**config.mk**
```make
export PLATFORM = sky130hd
export DESIGN_NAME = ll1_expression_parser_top
export DESIGN_NICKNAME = d
export VERILOG_FILES = /design/src/rtl/ll1ep_pkg.sv /design/src/rtl/ll1_expression_parser_top.sv
export VERILOG_INCLUDE_DIRS = /design/src /design/src/rtl
export SDC_FILE = /design/constraint.sdc
export NUM_CORES = 1
export LEC_CHECK = 0
export ABC_AREA = 1
export BUFFER_PORTS_ARGS = -buffer_cell sky130_fd_sc_hd__buf_2
export CORE_MARGIN = 3
export CORE_UTILIZATION = 62
export CTS_BUF_LIST = sky130_fd_sc_hd__clkbuf_4 sky130_fd_sc_hd__clkbuf_8 sky130_fd_sc_hd__clkbuf_16
export CTS_CLUSTER_SIZE = 24
export DETAILED_ROUTE_END_ITERATION = 16
export GPL_ROUTABILITY_DRIVEN = 0
export GPL_TIMING_DRIVEN = 0
export HOLD_SLACK_MARGIN = 0.02
export PLACE_DENSITY = 0.79
export SLEW_MARGIN = 5
export SYNTH_ARGS = -nofsm -noshare
export SYNTH_HDL_FRONTEND = slang
export SYNTH_SLANG_ARGS = --single-unit
export TNS_END_PERCENT = 50
```
**constraint.sdc**
```tcl
create_clock -name clk -period 4.8 [get_ports clk]
set_input_delay 0.96 -clock clk [delete_from_list [all_inputs] [get_ports clk]]
set_output_delay 0.96 -clock clk [all_outputs]
set_load 0.05 [all_outputs]
```
**src/rtl/assert_macros.svh**
```systemverilog
// shared assertion macros, sampled on clk and disabled while rst_n is low
`ifndef ASSERT_MACROS_SVH
`define ASSERT_MACROS_SVH

// property that must hold at every clock edge
`define ASSERT_ALWAYS(label, expr, msg) \
  label: assert property (@(posedge clk) disable iff (!rst_n) (expr)) else $error(msg);

// same-cycle implication
`define ASSERT_IMPLIES(label, ante, cons, msg) \
  label: assert property (@(posedge clk) disable iff (!rst_n) (ante) |-> (cons)) else $error(msg);

`endif

```
**src/rtl/ll1ep_pkg.sv**
```systemverilog
`default_nettype none

package ll1ep_pkg;

  localparam int STACK_DEPTH_DEF = 64;

  typedef logic [3:0] sym_t;
  typedef logic [2:0] col_t;
  typedef logic [2:0] prod_t;
  typedef logic [2:0] status_t;
  typedef logic [1:0] phase_t;

  // terminals equal their column, nonterminals have bit 3 set
  localparam sym_t SYM_I    = 4'd0;
  localparam sym_t SYM_PLUS = 4'd1;
  localparam sym_t SYM_STAR = 4'd2;
  localparam sym_t SYM_LP   = 4'd3;
  localparam sym_t SYM_RP   = 4'd4;
  localparam sym_t SYM_END  = 4'd5;
  localparam sym_t SYM_E    = 4'd8;
  localparam sym_t SYM_R    = 4'd9;
  localparam sym_t SYM_T    = 4'd10;
  localparam sym_t SYM_Y    = 4'd11;
  localparam sym_t SYM_F    = 4'd12;

  localparam col_t COL_I    = 3'd0;
  localparam col_t COL_PLUS = 3'd1;
  localparam col_t COL_STAR = 3'd2;
  localparam col_t COL_LP   = 3'd3;
  localparam col_t COL_RP   = 3'd4;
  localparam col_t COL_END  = 3'd5;
  localparam col_t COL_BAD  = 3'd6;

  // productions
  localparam prod_t P_E_TR   = 3'd0;
  localparam prod_t P_R_PTR  = 3'd1;
  localparam prod_t P_R_EPS  = 3'd2;
  localparam prod_t P_T_FY   = 3'd3;
  localparam prod_t P_Y_SFY  = 3'd4;
  localparam prod_t P_Y_EPS  = 3'd5;
  localparam prod_t P_F_PAR  = 3'd6;
  localparam prod_t P_F_I    = 3'd7;

  localparam status_t ST_OK       = 3'd0;
  localparam status_t ST_ACCEPT   = 3'd1;
  localparam status_t ST_MISMATCH = 3'd2;
  localparam status_t ST_NO_ENTRY = 3'd3;
  localparam status_t ST_OVERFLOW = 3'd4;
  localparam status_t ST_FINISHED = 3'd5;

  localparam phase_t PH_PARSING  = 2'd0;
  localparam phase_t PH_ACCEPTED = 2'd1;
  localparam phase_t PH_REJECTED = 2'd2;

  function automatic col_t column_of(input logic [7:0] c);
    col_t r;
    case (c)
      8'h69:   r = COL_I;     // i
      8'h2b:   r = COL_PLUS;  // +
      8'h2a:   r = COL_STAR;  // *
      8'h28:   r = COL_LP;    // (
      8'h29:   r = COL_RP;    // )
      8'h24:   r = COL_END;   // $
      default: r = COL_BAD;
    endcase
    return r;
  endfunction

  // parse table: {hit, production}
  function automatic logic [3:0] table_lookup(input sym_t nt, input col_t col);
    logic [3:0] r;
    r = 4'd0;
    case (nt)
      SYM_E: begin
        if (col == COL_I || col == COL_LP) r = {1'b1, P_E_TR};
      end
      SYM_R: begin
        if (col == COL_PLUS) r = {1'b1, P_R_PTR};
        else if (col == COL_RP || col == COL_END) r = {1'b1, P_R_EPS};
      end
      SYM_T: begin
        if (col == COL_I || col == COL_LP) r = {1'b1, P_T_FY};
      end
      SYM_Y: begin
        if (col == COL_STAR) r = {1'b1, P_Y_SFY};
        else if (col == COL_PLUS || col == COL_RP || col == COL_END) r = {1'b1, P_Y_EPS};
      end
      SYM_F: begin
        if (col == COL_I) r = {1'b1, P_F_I};
        else if (col == COL_LP) r = {1'b1, P_F_PAR};
      end
      default: r = 4'd0;
    endcase
    return r;
  endfunction

  function automatic logic [1:0] prod_len(input prod_t p);
    logic [1:0] r;
    case (p)
      P_E_TR, P_T_FY:             r = 2'd2;
      P_R_PTR, P_Y_SFY, P_F_PAR:  r = 2'd3;
      P_F_I:                      r = 2'd1;
      default:                    r = 2'd0;
    endcase
    return r;
  endfunction

  // right-hand side symbol k, leftmost first
  function automatic sym_t prod_rhs(input prod_t p, input logic [1:0] k);
    sym_t r;
    r = SYM_I;
    case (p)
      P_E_TR:  r = (k == 2'd0) ? SYM_T : SYM_R;
      P_R_PTR: r = (k == 2'd0) ? SYM_PLUS : ((k == 2'd1) ? SYM_T : SYM_R);
      P_T_FY:  r = (k == 2'd0) ? SYM_F : SYM_Y;
      P_Y_SFY: r = (k == 2'd0) ? SYM_STAR : ((k == 2'd1) ? SYM_F : SYM_Y);
      P_F_PAR: r = (k == 2'd0) ? SYM_LP : ((k == 2'd1) ? SYM_E : SYM_RP);
      P_F_I:   r = SYM_I;
      default: r = SYM_I;
    endcase
    return r;
  endfunction

endpackage

`default_nettype wire

```
**src/rtl/ll1_expression_parser_top.sv**
```systemverilog
// channel   direction  handshake            payload
// in_       slave      in_tvalid/in_tready  tuser: action, tdata: char_code
// out_      master     out_tvalid/out_tready tdata: status, depth
//
// one transaction in flight at a time; in_tready is high only while the parser is idle
// start or finished-parse transaction: idle goes straight to emit and the output register
// character: accepted in idle, then per expansion eval (1 or 2 symbols), eval and wr2
//   (3 symbols), eval and fetch (epsilon), a terminal match eval and fetch, then emit
//   loads the output register; the total is set by the expansion chain and the single
//   write port of the stack memory
// reset loads the stack with $ E; position 0 always holds $ and is never stored
// a result waiting on out_tready does not block the next input transaction; the
//   result of that one then waits in emit until the output register frees
`default_nettype none
`include "assert_macros.svh"

module ll1_expression_parser_top #(
  parameter int STACK_DEPTH = ll1ep_pkg::STACK_DEPTH_DEF
) (
  input  wire logic        clk,
  input  wire logic        rst_n,
  input  wire logic        in_tvalid,
  output logic             in_tready,
  input  wire logic [7:0]  in_tdata,   // [7:0] char_code
  input  wire logic        in_tuser,   // [0] action (0 start, 1 character)
  output logic             out_tvalid,
  input  wire logic        out_tready,
  output logic [15:0]      out_tdata   // [2:0] status, [9:3] depth, [15:10] zero
);
  import ll1ep_pkg::*;

  localparam int AW = $clog2(STACK_DEPTH);
  localparam int CW = $clog2(STACK_DEPTH + 1);
  localparam int EW = CW + 1;

  typedef enum logic [2:0] {S_IDLE, S_EVAL, S_WR2, S_FETCH, S_EMIT} state_t;

  // stack below the top entry; the top lives in top_r
  sym_t stack_mem [STACK_DEPTH];
  sym_t rd_data_r;

  state_t          state_r, state_nxt;
  sym_t            top_r, top_nxt;
  logic [CW-1:0]   count_r, count_nxt;
  phase_t          phase_r, phase_nxt;
  col_t            col_r, col_nxt;
  status_t         res_status_r, res_status_nxt;
  logic            pop_r, pop_nxt;          // fetch ends the character
  logic            fetch_zero_r, fetch_zero_nxt;
  logic [AW-1:0]   wr2_addr_r, wr2_addr_nxt;
  sym_t            wr2_sym_r, wr2_sym_nxt;
  logic            out_valid_r, out_valid_nxt;
  status_t         out_status_r, out_status_nxt;
  logic [6:0]      out_depth_r, out_depth_nxt;

  logic            mem_we;
  logic [AW-1:0]   mem_wa;
  sym_t            mem_wd;
  logic [AW-1:0]   mem_ra;

  // decode of the top entry against the current column
  logic [3:0]      lookup;
  prod_t           prod;
  logic [1:0]      plen;
  logic [CW-1:0]   cnt_m1, cnt_m2;
  logic [EW-1:0]   need;
  logic            out_free;

  assign lookup   = table_lookup(top_r, col_r);
  assign prod     = lookup[2:0];
  assign plen     = prod_len(prod);
  assign cnt_m1   = count_r - CW'(1);
  assign cnt_m2   = count_r - CW'(2);
  assign need     = EW'(count_r) - EW'(1) + EW'(plen);
  assign out_free = !out_valid_r || out_tready;

  assign in_tready  = (state_r == S_IDLE);
  assign out_tvalid = out_valid_r;
  assign out_tdata  = {6'd0, out_depth_r, out_status_r};

  always_comb begin
    state_nxt      = state_r;
    top_nxt        = top_r;
    count_nxt      = count_r;
    phase_nxt      = phase_r;
    col_nxt        = col_r;
    res_status_nxt = res_status_r;
    pop_nxt        = pop_r;
    fetch_zero_nxt = fetch_zero_r;
    wr2_addr_nxt   = wr2_addr_r;
    wr2_sym_nxt    = wr2_sym_r;
    out_valid_nxt  = out_valid_r && !out_tready;
    out_status_nxt = out_status_r;
    out_depth_nxt  = out_depth_r;
    mem_we         = 1'b0;
    mem_wa         = cnt_m1[AW-1:0];
    mem_wd         = prod_rhs(prod, plen - 2'd1);
    mem_ra         = cnt_m2[AW-1:0];

    case (state_r)
      S_IDLE: begin
        if (in_tvalid) begin
          if (!in_tuser) begin
            top_nxt        = SYM_E;
            count_nxt      = CW'(2);
            phase_nxt      = PH_PARSING;
            res_status_nxt = ST_OK;
            state_nxt      = S_EMIT;
          end else if (phase_r != PH_PARSING) begin
            res_status_nxt = ST_FINISHED;
            state_nxt      = S_EMIT;
          end else begin
            col_nxt   = column_of(in_tdata);
            state_nxt = S_EVAL;
          end
        end
      end
      S_EVAL: begin
        if (count_r == '0) begin
          res_status_nxt = ST_NO_ENTRY;
          phase_nxt      = PH_REJECTED;
          state_nxt      = S_EMIT;
        end else if (top_r == SYM_END) begin
          // acceptance needs the $ character, not just the bottom of the stack
          if (col_r == COL_END) begin
            res_status_nxt = ST_ACCEPT;
            phase_nxt      = PH_ACCEPTED;
          end else begin
            res_status_nxt = ST_MISMATCH;
            phase_nxt      = PH_REJECTED;
          end
          state_nxt = S_EMIT;
        end else if (!top_r[3]) begin
          if (top_r == {1'b0, col_r}) begin
            // consume: pop and fetch the entry below
            count_nxt      = cnt_m1;
            fetch_zero_nxt = (cnt_m2 == '0);
            pop_nxt        = 1'b1;
            state_nxt      = S_FETCH;
          end else begin
            res_status_nxt = ST_MISMATCH;
            phase_nxt      = PH_REJECTED;
            state_nxt      = S_EMIT;
          end
        end else if (!lookup[3]) begin
          // covers invalid characters and codes outside the nonterminals
          res_status_nxt = ST_NO_ENTRY;
          phase_nxt      = PH_REJECTED;
          state_nxt      = S_EMIT;
        end else if (need > EW'(STACK_DEPTH)) begin
          res_status_nxt = ST_OVERFLOW;
          phase_nxt      = PH_REJECTED;
          state_nxt      = S_EMIT;
        end else begin
          count_nxt = need[CW-1:0];
          case (plen)
            2'd0: begin
              fetch_zero_nxt = (cnt_m2 == '0);
              pop_nxt        = 1'b0;
              state_nxt      = S_FETCH;
            end
            2'd1: begin
              top_nxt = prod_rhs(prod, 2'd0);
            end
            2'd2: begin
              mem_we  = 1'b1;
              top_nxt = prod_rhs(prod, 2'd0);
            end
            default: begin
              // rightmost symbol now, middle one next cycle
              mem_we       = 1'b1;
              top_nxt      = prod_rhs(prod, 2'd0);
              wr2_addr_nxt = cnt_m1[AW-1:0] + AW'(1);
              wr2_sym_nxt  = prod_rhs(prod, 2'd1);
              state_nxt    = S_WR2;
            end
          endcase
        end
      end
      S_WR2: begin
        mem_we    = 1'b1;
        mem_wa    = wr2_addr_r;
        mem_wd    = wr2_sym_r;
        state_nxt = S_EVAL;
      end
      S_FETCH: begin
        top_nxt = fetch_zero_r ? SYM_END : rd_data_r;
        if (pop_r) begin
          res_status_nxt = ST_OK;
          state_nxt      = S_EMIT;
        end else begin
          state_nxt = S_EVAL;
        end
      end
      S_EMIT: begin
        if (out_free) begin
          out_valid_nxt  = 1'b1;
          out_status_nxt = res_status_r;
          out_depth_nxt  = 7'(count_r);
          state_nxt      = S_IDLE;
        end
      end
      default: state_nxt = S_IDLE;
    endcase
  end

  // stack memory with one write and one read port, read data registered; a read that
  // meets a write to the same entry (in S_WR2) is never used, so no forwarding is needed
  always_ff @(posedge clk) begin
    if (mem_we) begin
      stack_mem[mem_wa] <= mem_wd;
    end
    rd_data_r <= stack_mem[mem_ra];
  end

  always_ff @(posedge clk) begin
    if (!rst_n) begin
      state_r     <= S_IDLE;
      top_r       <= SYM_E;
      count_r     <= CW'(2);
      phase_r     <= PH_PARSING;
      out_valid_r <= 1'b0;
    end else begin
      state_r     <= state_nxt;
      top_r       <= top_nxt;
      count_r     <= count_nxt;
      phase_r     <= phase_nxt;
      out_valid_r <= out_valid_nxt;
    end
    col_r        <= col_nxt;
    res_status_r <= res_status_nxt;
    pop_r        <= pop_nxt;
    fetch_zero_r <= fetch_zero_nxt;
    wr2_addr_r   <= wr2_addr_nxt;
    wr2_sym_r    <= wr2_sym_nxt;
    out_status_r <= out_status_nxt;
    out_depth_r  <= out_depth_nxt;
  end

  `ASSERT_ALWAYS(a_count_range, (count_r != '0) && (EW'(count_r) <= EW'(STACK_DEPTH)), "stack count out of range")
  `ASSERT_IMPLIES(a_no_write_bottom, mem_we, mem_wa != '0, "write to the end marker slot")
  `ASSERT_IMPLIES(a_accept_top, phase_r == PH_ACCEPTED, top_r == SYM_END, "accepted without end marker on top")
  `ASSERT_IMPLIES(a_out_from_emit, $rose(out_valid_r), $past(state_r) == S_EMIT, "result loaded outside emit")

endmodule

`default_nettype wire

```
==> reports/metrics.cfg <==
[cts]
clk_latency_ns=0.56
clk_pin_slew_ns=0.06
cts_tree=yes
clockBufferDepth=3
cts_root_buffer=clkbuf_16
htreeDepth=1
cts-hold-fix-buffers=0
cts_sinks=305
numCtsBuffers=31

[power]
clkPwrFrac_pct=32.9
p_comb_share_pct=24.8
switchingPower_mw=2.33
netSwitchingFraction_pct=32.4
p_seq_share_pct=42.3
p_per_area_nw_per_um2=462
finalPower_mw=7.17
ir_drop_v=0.000322
p_leak_nw=5.82
p_int_mw=4.84

[finish]
fillers=1496
stdcell_area_um2=15500
finalNetCount=1395
mostFrequentLayoutCell=edfxtp_1
area_growth_pct=12.8
final-seq-area_um2=8950
drive_gt1_share_pct=12.0
final_cells=1662
final_cell_mix=edfxtp_1, nor2_1, o21ai_0
multi_input_area_um2=4390

[setup_path]
end_kind=flop
ff2ff_setup_slack_ns=0.21
rr_worst_depth=21
crit_path_frequent_cell=nand2_1
critPathRequiredTime_ns=5.01
path_delay_family=buffers and inverters
critPathMaxFanout=13
path_buf_inv=8
cp_slowest_stage_delay_ns=0.46
r2r-start=count_r[0]
crit_slowest_cell=dfxtp_1
cp-start-kind=flop
worstPathArrival_ns=4.80
r2r-end=stack_mem[25][3]
worst-path-stages=21
critPathKind=flop to flop
path_cells=clkbuf_1 -> inv_1 -> clkbuf_1 -> clkbuf_2 -> ha_1 -> inv_1 -> ha_1 -> inv_1 -> fa_1 -> inv_1 -> nand2_1 -> nand2_1 -> nand2_1 -> nand2_1 -> nand3_1 -> nand2_1 -> nand3_2 -> o21ai_4 -> buf_12 -> nand2_4 -> nor2_1

[status]
status=finished clean

[placed_design]
dp.cells=1602
port_buffers=24
dp.final_hpwl_mm=25.2
placed_area_um2=14400

[sta]
period_needed_ns=4.59
hold_violations=0
setup_viol=0
skew_ns=0.0194
holdWs_ns=0.418
slew_violations=0
rsz0062_at_grt=true
worst_slew_pin_slew_ns=0.906
finalCritPeriodShare_pct=95.5
max_slew_margin_pct=39.6
fmax_mhz=218

[floorplanning]
core_area_um2=21400
initial_core_util_pct=64.2
fp.dieW_um=155
die_h_um=155
die_area_um2=24000
io_pins=31
num_rows=53

[synthesis]
syn_inst=1293
ys_ff_latch=305
async_flop_share_pct=0
yosysWarnings=0
syn_area_per_cell_um2=10.6
synth.distinct_cells=37
ys_seq_area_share_pct=65.1
syn_area_um2=13700
synth_edf_count=284
synth_top_flop_cell=edfxtp_1

[drt]
drtIter0Drc=1520
firstDrtPassIters=6
antenna_left=0
drt_wl_total_mm=36.3
drcViolationCount=0
vias=10411
routedWlPerCell_um=21.9
vias_per_cell=6.26

[min_path]
hold_end=out_status_r[2]
worstHoldStart=res_status_r[2]
holdPathStages=0
min_path_type=flop to flop

[global_routing]
grt-ovfl-total=0
antenna_found_initial=1
grt_max_degree=42
grt_pass1_wl_mm=55.7
track_usage_pct=30.3
grt_pass1_vias=10057

[flow_run]
maxCapViolCount=0

-- Yosys cell counts, types with 2 or more instances --
cell      instances  area [um2]
nor2_1          289        1080
edfxtp_1        284        8530
o21ai_0         183         916
nand2_1         140         526
inv_1            67         251
clkbuf_1         55         206
nand3_1          48         240
o22ai_1          38         238
o211ai_1         25         188
a21oi_1          21         105
dfxtp_1          21         420
ha_1             20         250
o221ai_1         19         166
nand4_1          10        62.6
xor2_1           10        87.6
inv_2             9        33.8
nand2_4           9         101
nor3_1            8        40.0
buf_4             7        52.6
nand3_2           5        50.1
nand2_2           4        25.0
o21ai_1           3        15.0
buf_2             2        10.0
nor4_1            2        12.5
xnor2_1           2        17.5
-- power by group through the flow --
| stage | clock [mW] | sequential (mW) | combinational, mW |
|---|---|---|---|
| 6_report | 2.36 | 3.03 | 1.77 |
| 2_1_floorplan | 0 | 3.11 | 1.07 |
| 5_1_grt | 2.46 | 3.04 | 1.90 |
| 4_1_cts | 2.36 | 3.03 | 1.68 |
| 3_3_place_gp | 0 | 3.10 | 1.62 |
| 3_5_place_dp | 0 | 3.09 | 1.67 |
-- stage by stage --
step / TNS [ns] / setup WS [ns] / util, %
2_1_floorplan: 0 / 0.399 / -
3_3_place_gp: -257.96 / -3.57 / 66.4
3_5_place_dp: -28.90 / -0.190 / 67.0
4_1_cts: 0 / 0.154 / 71.8
5_1_grt: -5.01 / -0.103 / 72.3
6_report: 0 / 0.214 / 72.4
-- worst max-delay path by stage --
stage          slack (ns)                to        from
2_1_floorplan        0.40   stack_mem[0][2]    col_r[2]
3_3_place_gp        -3.57  stack_mem[27][2]    col_r[2]
3_5_place_dp        -0.19   stack_mem[9][1]  count_r[1]
4_1_cts              0.15  stack_mem[31][3]  count_r[0]
5_1_grt             -0.10  stack_mem[28][1]    col_r[1]
6_report             0.21  stack_mem[25][3]  count_r[0]
-- what timing repair did --
action,4_1_cts,5_1_grt
cloned,0,0
pin swaps,1,0
gates resized for setup,1,47
endpoints found under the setup margin,256,266
setup buffers,1,0
-- worst register-to-register path, stage by stage (launching register included) --
cell and delay (ns):
dfxtp_1 0.46, clkbuf_1 0.34, inv_1 0.18, clkbuf_1 0.23, clkbuf_2 0.36, ha_1 0.31
inv_1 0.06, ha_1 0.16, inv_1 0.06, fa_1 0.43, inv_1 0.10, nand2_1 0.07
nand2_1 0.07, nand2_1 0.04, nand2_1 0.08, nand3_1 0.07, nand2_1 0.18, nand3_2 0.19
o21ai_4 0.19, buf_12 0.17, nand2_4 0.16, nor2_1 0.34
-- kinds of logic (layout without fill, tap and decap cells) --
| kind of cell | count (synthesis) | in the layout | synth area share [%] |
|---|---|---|---|
| AOI/OAI and AO/OA | 294 | 294 | 12.2 |
| xor gates and xnor gates | 12 | 12 | 0.765 |
| adders and majority gates | 21 | 21 | 1.97 |
| buffers and inverters | 141 | 229 | 4.06 |
| DFF | 305 | 305 | 65.1 |
| other | 1 | 7 | 0.0273 |
| and+or+nand+nor | 519 | 519 | 15.8 |
-- final cells by class --
cell class	count	share of cell area, %
Sequential cell	305	57.7
Multi-Input combinational cell	852	28.3
Clock buffer	39	5.39
Tap cell	275	2.22
Inverter	77	1.87
Buffer	64	1.75
Timing Repair Buffer	30	1.60
Clock inverter	19	1.07
Antenna cell	1	0.0161
-- layer usage --
metal / routed length, um / GRT usage (%) / up-vias / part of all wire, %
met4: 1780 / 14.1 / 2 / 4.9
met5: 13 / 0 / - / 0.036
met3: 4410 / 8.48 / 141 / 12
met1: 13500 / 39.4 / 4855 / 37
li1: - / - / 4713 / -
met2: 16600 / 47.7 / 700 / 46
-- state kept, by name, indices dropped and copies added (netlist names), 2 cells and up --
| signal | count |
|---|---|
| stack_mem | 256 |
| state_r | 3 |
| col_r | 3 |
| out_depth_r | 7 |
| rd_data_r | 4 |
| wr2_addr_r | 6 |
| phase_r | 2 |
| out_status_r | 3 |
| top_r | 4 |
| wr2_sym_r | 4 |
| count_r | 7 |
| res_status_r | 3 |
Note: power is estimated with default switching activity, not from simulation.
